<file path="config.mk">
export PLATFORM = sky130hd
export DESIGN_NAME = profile_stopwatch_average_top_flat
export DESIGN_NICKNAME = d
export VERILOG_FILES = /design/src/psa_pkg.sv /design/src/psa_in_if.sv /design/src/psa_out_if.sv /design/src/psa_datapath.sv /design/src/psa_ctrl.sv /design/src/profile_stopwatch_average_top.sv /design/src/flat_wrapper.sv
export SDC_FILE = /design/constraint.sdc
export NUM_CORES = 1
export LEC_CHECK = 0
export BUFFER_PORTS_ARGS = -buffer_cell sky130_fd_sc_hd__buf_2
export CAP_MARGIN = 20
export CORE_MARGIN = 1.5
export CORE_UTILIZATION = 57
export CTS_BUF_LIST = sky130_fd_sc_hd__clkbuf_2 sky130_fd_sc_hd__clkbuf_4 sky130_fd_sc_hd__clkbuf_8
export CTS_CLUSTER_DIAMETER = 100
export DETAILED_ROUTE_END_ITERATION = 16
export PLACE_DENSITY = 0.79
export SLEW_MARGIN = 20
export SYNTH_ARGS = -nofsm -noshare
export SYNTH_HDL_FRONTEND = slang
export SYNTH_SLANG_ARGS = --single-unit
</file>
<file path="constraint.sdc">
create_clock -name i_clk -period 6.1 [get_ports i_clk]
set_input_delay 0.305 -clock i_clk [delete_from_list [all_inputs] [get_ports i_clk]]
set_output_delay 0.305 -clock i_clk [all_outputs]
set_load 0.02 [all_outputs]
</file>
<file path="src/psa_pkg.sv">
// ----------------------------------------------------------------------------
// psa_pkg
// Shared types and constants for the profiling stopwatch with rounded average.
// ----------------------------------------------------------------------------
package psa_pkg;

    localparam int TICK_W  = 32;
    localparam int COUNT_W = 16;
    localparam int OP_W    = 2;

    // event operation codes
    typedef enum logic [OP_W-1:0] {
        OP_CLEAR  = 2'd0,
        OP_START  = 2'd1,
        OP_STOP   = 2'd2,
        OP_SAMPLE = 2'd3
    } t_psa_op;

    // controller to datapath commands
    typedef struct packed {
        logic accept;    // take the input word and update the stopwatch state
        logic div_step;  // run one restoring divide step
        logic load_out;  // move the finished result into the output register
    } t_psa_cmd;

endpackage

</file>
<file path="src/psa_in_if.sv">
// ----------------------------------------------------------------------------
// psa_in_if
// Event channel: operation code and tick timestamp, valid/ready handshake.
// ----------------------------------------------------------------------------
interface psa_in_if;

    logic                                valid;
    logic                                ready;
    logic [psa_pkg::OP_W-1:0]            op;
    logic [psa_pkg::TICK_W-1:0]          now_ticks;

    modport source (output valid, output op, output now_ticks, input ready);
    modport sink   (input valid, input op, input now_ticks, output ready);

endinterface

</file>
<file path="src/psa_out_if.sv">
// ----------------------------------------------------------------------------
// psa_out_if
// Result channel: stopwatch readings, valid/ready handshake.
// ----------------------------------------------------------------------------
interface psa_out_if;

    logic                                valid;
    logic                                ready;
    logic [psa_pkg::TICK_W-1:0]          current_ticks;
    logic [psa_pkg::TICK_W-1:0]          average_ticks;
    logic [psa_pkg::TICK_W-1:0]          total_ticks;
    logic [psa_pkg::COUNT_W-1:0]         run_count;
    logic                                running;

    modport source (output valid, output current_ticks, output average_ticks,
                    output total_ticks, output run_count, output running,
                    input ready);
    modport sink   (input valid, input current_ticks, input average_ticks,
                    input total_ticks, input run_count, input running,
                    output ready);

endinterface

</file>
<file path="src/psa_datapath.sv">
// ----------------------------------------------------------------------------
// psa_datapath
// Stopwatch state, event update, radix-2 restoring divider and result register.
// ----------------------------------------------------------------------------
module psa_datapath (
    input  logic                          i_clk,
    input  logic                          i_rst_n,
    input  psa_pkg::t_psa_cmd             i_cmd,
    input  logic [psa_pkg::OP_W-1:0]      i_op,
    input  logic [psa_pkg::TICK_W-1:0]    i_now_ticks,
    output logic [psa_pkg::TICK_W-1:0]    o_current_ticks,
    output logic [psa_pkg::TICK_W-1:0]    o_average_ticks,
    output logic [psa_pkg::TICK_W-1:0]    o_total_ticks,
    output logic [psa_pkg::COUNT_W-1:0]   o_run_count,
    output logic                          o_running
);
    import psa_pkg::*;

    // stopwatch state
    logic [TICK_W-1:0]  r_stamp, n_stamp;
    logic [TICK_W-1:0]  r_sum, n_sum;
    logic [COUNT_W-1:0] r_runs, n_runs;
    logic [TICK_W-1:0]  r_last, n_last;
    logic               r_active, n_active;
    logic [TICK_W-1:0]  n_cur;

    // divider and snapshot
    logic [TICK_W-1:0]  r_cur;
    logic [TICK_W-1:0]  r_quo;
    logic [COUNT_W-1:0] r_rem;
    logic [COUNT_W-1:0] r_div;
    logic [COUNT_W:0]   s_shift;
    logic               s_ge;
    logic [COUNT_W-1:0] n_rem;

    // result register
    logic [TICK_W-1:0]  r_o_cur;
    logic [TICK_W-1:0]  r_o_avg;
    logic [TICK_W-1:0]  r_o_sum;
    logic [COUNT_W-1:0] r_o_runs;
    logic               r_o_active;

    // apply the event operation
    always_comb begin
        n_stamp  = r_stamp;
        n_sum    = r_sum;
        n_runs   = r_runs;
        n_last   = r_last;
        n_active = r_active;
        unique case (t_psa_op'(i_op))
            OP_CLEAR: begin
                n_stamp  = '0;
                n_sum    = '0;
                n_runs   = '0;
                n_active = 1'b0;
            end
            OP_START: begin
                if (!r_active) begin
                    n_stamp  = i_now_ticks;
                    n_active = 1'b1;
                end
            end
            OP_STOP: begin
                if (r_active) begin
                    n_last   = i_now_ticks - r_stamp;
                    n_sum    = r_sum + (i_now_ticks - r_stamp);
                    n_runs   = r_runs + COUNT_W'(1);
                    n_active = 1'b0;
                end
            end
            OP_SAMPLE: begin
            end
            default: begin
            end
        endcase
        n_cur = n_active ? (i_now_ticks - n_stamp) : n_last;
    end

    // one divide step: shift in the next dividend bit, subtract if it fits
    always_comb begin
        s_shift = {r_rem, r_quo[TICK_W-1]};
        s_ge    = (s_shift >= {1'b0, r_div});
        n_rem   = s_ge ? COUNT_W'(s_shift - {1'b0, r_div}) : s_shift[COUNT_W-1:0];
    end

    // hold state, run the divider
    always_ff @(posedge i_clk) begin
        if (!i_rst_n) begin
            r_stamp  <= '0;
            r_sum    <= '0;
            r_runs   <= '0;
            r_last   <= '0;
            r_active <= 1'b0;
        end else if (i_cmd.accept) begin
            r_stamp  <= n_stamp;
            r_sum    <= n_sum;
            r_runs   <= n_runs;
            r_last   <= n_last;
            r_active <= n_active;
        end
    end

    always_ff @(posedge i_clk) begin
        if (i_cmd.accept) begin
            r_cur <= n_cur;
            r_rem <= '0;
            r_div <= n_runs;
            // rounding bias wraps modulo 2^32 before the division
            r_quo <= n_sum + TICK_W'(n_runs >> 1);
        end else if (i_cmd.div_step) begin
            r_rem <= n_rem;
            r_quo <= {r_quo[TICK_W-2:0], s_ge};
        end
    end

    // capture the finished result
    always_ff @(posedge i_clk) begin
        if (i_cmd.load_out) begin
            r_o_cur    <= r_cur;
            r_o_avg    <= (r_div == '0) ? '0 : r_quo;
            r_o_sum    <= r_sum;
            r_o_runs   <= r_runs;
            r_o_active <= r_active;
        end
    end

    assign o_current_ticks = r_o_cur;
    assign o_average_ticks = r_o_avg;
    assign o_total_ticks   = r_o_sum;
    assign o_run_count     = r_o_runs;
    assign o_running       = r_o_active;

endmodule

</file>
<file path="src/psa_ctrl.sv">
// ----------------------------------------------------------------------------
// psa_ctrl
// Sequencer: takes one event word, steps the divider, hands off the result.
// ----------------------------------------------------------------------------
module psa_ctrl (
    input  logic              i_clk,
    input  logic              i_rst_n,
    input  logic              i_in_valid,
    output logic              o_in_ready,
    output logic              o_out_valid,
    input  logic              i_out_ready,
    output psa_pkg::t_psa_cmd o_cmd
);
    import psa_pkg::*;

    localparam int STEP_W = $clog2(TICK_W);
    localparam logic [STEP_W-1:0] LAST_STEP = STEP_W'(TICK_W - 1);

    typedef enum logic [1:0] {
        ST_IDLE,
        ST_DIV,
        ST_HOLD
    } t_state;

    t_state            r_state, n_state;
    logic [STEP_W-1:0] r_step, n_step;
    logic              r_out_valid, n_out_valid;
    logic              s_out_free;

    assign s_out_free = !r_out_valid || i_out_ready;

    // commands from the current state; load only once the last step has landed
    always_comb begin
        o_cmd.accept   = (r_state == ST_IDLE) && i_in_valid;
        o_cmd.div_step = (r_state == ST_DIV);
        o_cmd.load_out = (r_state == ST_HOLD) && s_out_free;
    end

    // next state
    always_comb begin
        n_state     = r_state;
        n_step      = r_step;
        n_out_valid = r_out_valid;
        if (i_out_ready) begin
            n_out_valid = 1'b0;
        end
        if (o_cmd.load_out) begin
            n_out_valid = 1'b1;
        end
        unique case (r_state)
            ST_IDLE: begin
                if (i_in_valid) begin
                    n_state = ST_DIV;
                    n_step  = '0;
                end
            end
            ST_DIV: begin
                n_step = r_step + STEP_W'(1);
                if (r_step == LAST_STEP) begin
                    n_state = ST_HOLD;
                end
            end
            ST_HOLD: begin
                if (s_out_free) begin
                    n_state = ST_IDLE;
                end
            end
            default: n_state = ST_IDLE;
        endcase
    end

    // hold state and registered outputs
    always_ff @(posedge i_clk) begin
        if (!i_rst_n) begin
            r_state     <= ST_IDLE;
            r_step      <= '0;
            r_out_valid <= 1'b0;
        end else begin
            r_state     <= n_state;
            r_step      <= n_step;
            r_out_valid <= n_out_valid;
        end
    end

    assign o_in_ready  = (r_state == ST_IDLE);
    assign o_out_valid = r_out_valid;

`ifndef SYNTHESIS
    a_accept_starts_div: assert property (@(posedge i_clk) disable iff (!i_rst_n)
        o_cmd.accept |=> (r_state == ST_DIV) && (r_step == '0))
        else $error("accepted word did not start the divider");

    a_div_advances: assert property (@(posedge i_clk) disable iff (!i_rst_n)
        ((r_state == ST_DIV) && (r_step != LAST_STEP)) |=>
            (r_state == ST_DIV) && (r_step == $past(r_step) + STEP_W'(1)))
        else $error("divider step count did not advance");

    a_valid_from_load: assert property (@(posedge i_clk) disable iff (!i_rst_n)
        $rose(r_out_valid) |-> $past(o_cmd.load_out))
        else $error("result valid raised without a load");

    a_no_overwrite: assert property (@(posedge i_clk) disable iff (!i_rst_n)
        (r_out_valid && !i_out_ready) |-> !o_cmd.load_out)
        else $error("pending result overwritten");
`endif

endmodule

</file>
<file path="src/profile_stopwatch_average_top.sv">
// ----------------------------------------------------------------------------
// profile_stopwatch_average_top
// Start/stop profiling stopwatch with a rounded running average of runs.
// ----------------------------------------------------------------------------
// Usage:
//   i_in carries one event word: op (clear, start, stop, sample) and the
//   current value of a free-running 32-bit tick counter. Every event word
//   yields exactly one result word on o_out: current elapsed ticks (or the
//   last duration when idle), rounded average, total, run count, running.
//   After an event is accepted, the radix-2 restoring divider runs its 32
//   steps, then one load moves the result to o_out once the output is free.
//   i_in.ready is high only while the sequencer is idle, so no new event is
//   taken until the previous result has moved to the output register.
//   A finished result waits in the output register while the next event is
//   taken; if the receiver stalls, the following result waits inside the
//   block until the output register empties, and no new event is accepted.
//   Reset (synchronous, active low) clears the stamp, total, count, last
//   duration and running flag and drops any pending result.
// ----------------------------------------------------------------------------
module profile_stopwatch_average_top (
    input  logic      i_clk,
    input  logic      i_rst_n,
    psa_in_if.sink    i_in,
    psa_out_if.source o_out
);
    import psa_pkg::*;

    t_psa_cmd s_cmd;

    psa_ctrl u_ctrl (
        .i_clk       (i_clk),
        .i_rst_n     (i_rst_n),
        .i_in_valid  (i_in.valid),
        .o_in_ready  (i_in.ready),
        .o_out_valid (o_out.valid),
        .i_out_ready (o_out.ready),
        .o_cmd       (s_cmd)
    );

    psa_datapath u_datapath (
        .i_clk           (i_clk),
        .i_rst_n         (i_rst_n),
        .i_cmd           (s_cmd),
        .i_op            (i_in.op),
        .i_now_ticks     (i_in.now_ticks),
        .o_current_ticks (o_out.current_ticks),
        .o_average_ticks (o_out.average_ticks),
        .o_total_ticks   (o_out.total_ticks),
        .o_run_count     (o_out.run_count),
        .o_running       (o_out.running)
    );

endmodule
</file>
<file path="src/flat_wrapper.sv">
// flat-port wrapper written by rule: the top's interface ports become plain ports
module profile_stopwatch_average_top_flat import psa_pkg::*;
  (i_clk, i_rst_n, i_in_valid, i_in_op, i_in_now_ticks, i_in_ready, o_out_valid, o_out_current_ticks, o_out_average_ticks, o_out_total_ticks, o_out_run_count, o_out_running, o_out_ready);
  psa_in_if i_in_i ();
  psa_out_if o_out_i ();
  input  logic i_clk;
  input  logic i_rst_n;
  input wire logic [$bits(i_in_i.valid)-1:0] i_in_valid;
  input wire logic [$bits(i_in_i.op)-1:0] i_in_op;
  input wire logic [$bits(i_in_i.now_ticks)-1:0] i_in_now_ticks;
  output wire logic [$bits(i_in_i.ready)-1:0] i_in_ready;
  output wire logic [$bits(o_out_i.valid)-1:0] o_out_valid;
  output wire logic [$bits(o_out_i.current_ticks)-1:0] o_out_current_ticks;
  output wire logic [$bits(o_out_i.average_ticks)-1:0] o_out_average_ticks;
  output wire logic [$bits(o_out_i.total_ticks)-1:0] o_out_total_ticks;
  output wire logic [$bits(o_out_i.run_count)-1:0] o_out_run_count;
  output wire logic [$bits(o_out_i.running)-1:0] o_out_running;
  input wire logic [$bits(o_out_i.ready)-1:0] o_out_ready;
  assign i_in_i.valid = i_in_valid;
  assign i_in_i.op = i_in_op;
  assign i_in_i.now_ticks = i_in_now_ticks;
  assign i_in_ready = i_in_i.ready;
  assign o_out_valid = o_out_i.valid;
  assign o_out_current_ticks = o_out_i.current_ticks;
  assign o_out_average_ticks = o_out_i.average_ticks;
  assign o_out_total_ticks = o_out_i.total_ticks;
  assign o_out_run_count = o_out_i.run_count;
  assign o_out_running = o_out_i.running;
  assign o_out_i.ready = o_out_ready;
  profile_stopwatch_average_top u_core (.i_clk(i_clk), .i_rst_n(i_rst_n), .i_in(i_in_i), .o_out(o_out_i));
endmodule
</file>
* Word level (Yosys, flattened, before mapping)
Index checks and enable logic that the tools add are counted.
Storage, ports and cells: flip-flop bits (word level) 330, input port bits 38
Operators by class: add/sub/neg operators 7, magnitude comparators 1, equality and inequality tests 8, muxes and demuxes 21, reductions and logical operators 13
Operators by type and width (count):
- two-way mux 32 bit | 7
- case mux 32 bit (2 select lines) | 2
- subtractor 32 bit | 2
- adder 32 x 15 -> 32 bit | 1
- adder 32 bit | 1
- two-way mux 16 bit | 2
- case mux 16 bit (2 select lines) | 1
- >= comparator 17 x 16 -> 1 bit | 1
- adder 16 x 1 -> 16 bit (second input constant) | 1
- logical NOT 16 bit | 1
- subtractor 16 bit | 1
- case mux 5 bit (2 select lines) | 1
- two-way mux 2 bit | 3
- != test 2 bit (second input constant) | 3
- case mux 2 bit (3 select lines) | 1
- nonzero test 2 bit | 3
- adder 5 x 1 -> 5 bit (second input constant) | 1
- == test 5 bit (second input constant) | 1
- two-way mux 5 bit | 1
- == test 2 x 1 -> 1 bit (second input constant) | 2
- == test 2 bit (second input constant) | 2
- logical NOT 2 bit | 2
- AND reduction 3 bit | 1
- logical AND 1 bit | 2
- 6 further kinds | 7

* Logic depth before layout (Yosys ltp)
depth after elaboration 6, gate-level depth with buffers 28, depth with buffers taken out 28

* Modules after synthesis
From an unflattened synthesis, not the netlist that was laid out.
Unflattened totals: cell total of the unflattened synthesis 2063, area, all modules 19615.1 um^2
Modules (own cells, without submodules):
- psa_datapath | instances 1, cells each 2020, area an instance 19230.9 um^2, sequential area each 8378.0 um^2
- psa_ctrl | instances 1, cells each 43, area an instance 384.1 um^2, sequential area each 160.2 um^2

* Least setup slack after synthesis
OpenSTA, ideal clock, no wires.
path type reg2reg, from register u_core.u_ctrl.r_state[0], to register u_core.u_datapath.r_o_avg[0] (netlist: u_core.u_datapath.o_average_ticks[0]) (enable), setup time 0.599 ns, arrival time 5.485 ns, slack 0.015 ns, stages on the path, launching flop included 3, buffers on the path 0, cells stage by stage dfxtp_1 > nand2b_1 > nor2b_1
RTL lines:
- start: declaration | line psa_ctrl.sv:25 | t_state r_state, n_state;
- start signal: assignment | line psa_ctrl.sv:79 | r_state <= n_state;
- end signal: assignment | line psa_datapath.sv:120 | r_o_avg <= (r_div == '0) ? '0 : r_quo;
- end: declaration | line psa_datapath.sv:38 | logic [TICK_W-1:0] r_o_avg;

* Worst setup path in the final report
from register u_core.u_datapath.r_stamp[0], to register u_core.u_datapath.r_quo[23], data pin
Between the ends: cells in the longest elaborated chain, start to end 6
Ends and longest elaborated chain:
- start: declaration | line psa_datapath.sv:20 | logic [TICK_W-1:0] r_stamp, n_stamp;
- start signal: assignment | line psa_datapath.sv:95 | r_stamp <= n_stamp;
- subtractor 32 bit | line psa_datapath.sv:66 | n_sum = r_sum + (i_now_ticks - r_stamp);
- adder 32 bit | line psa_datapath.sv:66
- two-way mux 32 bit | line psa_datapath.sv:64 | if (r_active) begin
- case mux 32 bit (2 select lines) | line psa_datapath.sv:50 | unique case (t_psa_op'(i_op))
- net u_core.u_datapath.n_sum[11] | line psa_datapath.sv:21 | logic [TICK_W-1:0] r_sum, n_sum;
- adder 32 x 15 -> 32 bit | line psa_datapath.sv:109 | r_quo <= n_sum + TICK_W'(n_runs >> 1);
- two-way mux 32 bit | line psa_datapath.sv:104 | if (i_cmd.accept) begin
- end signal: assignment | line psa_datapath.sv:109
- end signal: assignment | line psa_datapath.sv:112 | r_quo <= {r_quo[TICK_W-2:0], s_ge};
- end: declaration | line psa_datapath.sv:29 | logic [TICK_W-1:0] r_quo;
The timed path passes the listed nets, and every way through them passes these cells. A chain may end at the register's enable or synchronous reset.

==> flow_summary_export.csv <==
group,metric,value,unit
cells_and_area,fill_cells,2723,
sta,finalSetupViolCount,0,
sta,skew,0.0350,ns
worst_setup_path,endpoint_kind,"flip-flop",
routing,wl_per_cell,18.6,um
job,drv_cap,0,
place,gp_congestion,0.955,
clock_tree,cts_buffers,53,
sta,min_period_over_period,94.9,%
worst_setup_path,reg2regPathDepth,27,
floorplan,initial_utilization,57.8,%
place,dp_hpwl,37300,um
floorplan,design.core.area,33500,um^2
yosys,synth_seq_area_share,44.1,%
hold_path,hold-path-cell-count,4,
run_status,status,"finished clean",
sta,hold_viol,0,
yosys,synth-edff-count,193,
clock_tree,cts_tree,"built",
clock_tree,cts_max_level,2,
sta,slew_headroom,29.5,%
floorplan,die_area,35100,um^2
floorplan,die_w,187,um
power,powerDensity,297,nW/um^2
floorplan,dieHeight,187,um
sta,slew_viol_final,0,
floorplan,num_rows,67,
global_routing,grt-ovfl-total,0,
global_routing,grt_max_degree,110,
sta,worst_slew_pin_slew,1.06,ns
global_routing,antenna_found_initial,2,
routing,drcViolationCount,0,
yosys,yosys_most_used_dff,"edfxtp_1",
clock_tree,cts.path.max_buffers,3,
floorplan,io-pin-count,153,
worst_setup_path,worstPathRequired,6.43,ns
global_routing,grt_pass1_vias,15000,
worst_setup_path,arrival,6.13,ns
global_routing,grt_usage,28.7,%
yosys,netlist-cell-type-count,83,
sta,finalCriticalPeriod,5.79,ns
yosys,synth_warnings,0,
cells_and_area,nNetsFinal,2421,
yosys,synthCells,2069,
power,finalPower,6550,uW
cells_and_area,drive_above_1_share,15.5,%
yosys,synth_top_area_share,29.9,%
yosys,syn_area,19400,um^2
clock_tree,cts_sinks,330,
worst_setup_path,critPathLaunchType,"flip-flop",
clock_tree,clk_pin_slew,0.06,ns
cells_and_area,area_growth,13.8,%
global_routing,grt_first_pass_wirelength,80300,um
yosys,synth_top_cells_by_area,"edfxtp_1 30%, dfxtp_1 14%, ha_1 8.5%",
yosys,ys_ff_latch,330,
yosys,syn_area_per_cell,9.36,um^2
routing,first_pass_iters,5,
sta,fmax,0.173,GHz
power,peakVddDrop,0.204,mV
cells_and_area,seq_area,8540,um^2
routing,drt-total-wl,51000,um
yosys,synthArstFlopShare,0,%
routing,dr_total_vias,16200,
worst_setup_path,critPathMaxFanout,5,
routing,drt-vias-per-instance,5.93,
yosys,synth_fp_nets,2244,
power,leakage,0.00873,uW
hold_path,hold_path_class,"primary input to flip-flop",
clock_tree,cts_root_buffer,"clkbuf_8",
clock_tree,clock_latency,0.63,ns
place,portBuffers,152,
routing,drtIter0Drc,1335,
sta,fin_hold_ws,0.133,ns
worst_setup_path,path_class,"flip-flop to flip-flop",
routing,ant_nets,0,
cells_and_area,multiInputGateArea,10200,um^2
yosys,yosysTopAreaCell,"edfxtp_1",
flip-flops by register name (all words and copies together), names as in the netlist:
signal / count
u_core.u_datapath.r_quo: 32
u_core.u_datapath.o_run_count: 16
u_core.u_ctrl.r_state: 2
u_core.u_datapath.r_runs: 16
u_core.u_ctrl.r_step: 5
u_core.u_datapath.r_div: 16
u_core.u_datapath.r_active: 1
u_core.u_ctrl.o_out_valid: 1
u_core.u_datapath.r_stamp: 32
u_core.u_datapath.r_last: 32
u_core.u_datapath.r_rem: 16
u_core.u_datapath.o_average_ticks: 32
u_core.u_datapath.r_sum: 32
u_core.u_datapath.o_running: 1
u_core.u_datapath.r_cur: 32
u_core.u_datapath.o_total_ticks: 32
u_core.u_datapath.o_current_ticks: 32
cell families (layout without fill, tap and decap cells):
logic type	Yosys count	in the layout	synth area share [%]
and+or+nand+nor	690	690	16.7
AOI/OAI and AO/OA	591	591	19.9
DFF	330	330	44.1
buffers and inverters	176	396	3.52
adders and majority gates	137	137	9.04
xor gates and xnor gates	111	111	5.02
muxes	34	34	1.79
other	0	1	0
layer usage:
metal  part of all wire (%)  GRT usage, %  wire [um]  vias to the layer above
met5                  0.033             0         17                        -
met4                    4.3          12.9       2190                        2
met3                    6.5          4.95       3330                      116
met2                     45          45.5      22900                      600
met1                     44          38.6      22600                     7648
li1                       -             -          -                     7869
synth_stat cells (16+ instances only):
cell type and count:
a211oi_1 64, nor2b_1 16, xnor2_1 57, o21a_1 19
a22oi_1 39, a31oi_1 16, nand3_1 30, inv_1 89
nor2_1 203, xor2_1 54, nor3_1 41, ha_1 132
mux2i_1 29, clkbuf_1 76, a21o_1 48, and3_1 17
nand2b_1 26, a21oi_1 165, nand2_1 247, and2_1 40
o21ai_0 116, dfxtp_1 137, edfxtp_1 193, o21ai_1 18
layout make-up:
cell class	count	share of cell area, %
clock buffers	69	3.91
diodes	1	0.0113
inverters	89	1.54
flip-flops and latches	330	38.7
clock inverters	29	1.35
well taps	448	2.54
multi-input cells	1563	46.5
repair buffers	209	5.44
worst max-delay path, cell delays in order (launching register included):
cell and delay (ns):
dfxtp_1 0.35, ha_1 0.19, inv_1 0.07, fa_1 0.45, a21o_1 0.21, a21oi_4 0.21
nor2_1 0.06, o21a_1 0.17, nor2_1 0.11, xnor2_1 0.18, ha_1 0.33, buf_4 0.16
a211oi_1 0.20, o21ai_0 0.13, o211ai_1 0.17, o21ai_2 0.15, xnor2_1 0.16, o21ai_0 0.15
ha_2 0.41, o21a_1 0.13, o21ai_0 0.08, a21oi_1 0.19, o21ai_0 0.21, nor3_2 0.35
nand2b_1 0.16, nor3_1 0.24, xor2_1 0.22, o21ai_1 0.07
layout by cell type, fill, tap and decap left out, types with 16 or more instances in the layout:
master,netlist,layout
inv_1,89,87
and2_1,40,40
nand2b_1,26,26
o21ai_0,116,115
edfxtp_1,193,193
and3_1,17,17
ha_1,132,130
a21oi_1,165,162
a21o_1,48,48
nor3_1,41,40
xnor2_1,57,54
clkbuf_8,0,55
o21a_1,19,19
dfxtp_1,137,137
mux2i_1,29,29
xor2_1,54,54
nand3_1,30,30
a211oi_1,64,64
buf_4,0,53
a22oi_1,39,39
nor2_1,203,202
a31oi_1,16,16
buf_2,5,152
o21ai_1,18,18
nand2_1,247,246
where the power goes:
group	internal, uW	leakage (uW)	total, uW	switching, uW
registers	2520	0.00293	2630	103
logic	725	0.00521	1840	1110
clock network	1180	0.000589	2080	903
repair_timing:
item / CTS / global route
hold buffers: 3 / 0
buffers inserted: 0 / 7
setup endpoints to repair: 0 / 11
resized for setup: 0 / 15
endpoints found under the hold margin: 4 / 0
through the flow:
step / TNS (ns) / cells / cell area [um^2] / setup WS, ns / util (%)
after floorplan: 0 / 2069 / 19400 / 0.0153 / -
after global placement: 0 / 2628 / 20700 / 0.194 / 61.8
after detailed placement: 0 / 2628 / 20700 / 0.0259 / 61.8
after CTS: 0 / 2729 / 21900 / 0.108 / 65.4
after global routing: -0.00125 / 2738 / 22100 / -0.00125 / 65.8
final: 0 / 2738 / 22100 / 0.310 / 65.8
final timing paths:
kind                                 from                                    to  slack, ns
max          u_core.u_datapath.r_stamp[0]           u_core.u_datapath.r_quo[23]       0.31
min                     i_in_now_ticks[0]          u_core.u_datapath.r_stamp[0]       0.13
min reg2reg    u_core.u_datapath.r_cur[0]  u_core.u_datapath.o_current_ticks[0]       0.41
max reg2reg  u_core.u_datapath.r_stamp[0]           u_core.u_datapath.r_quo[23]       0.31
(Power assumes the default switching activity.)
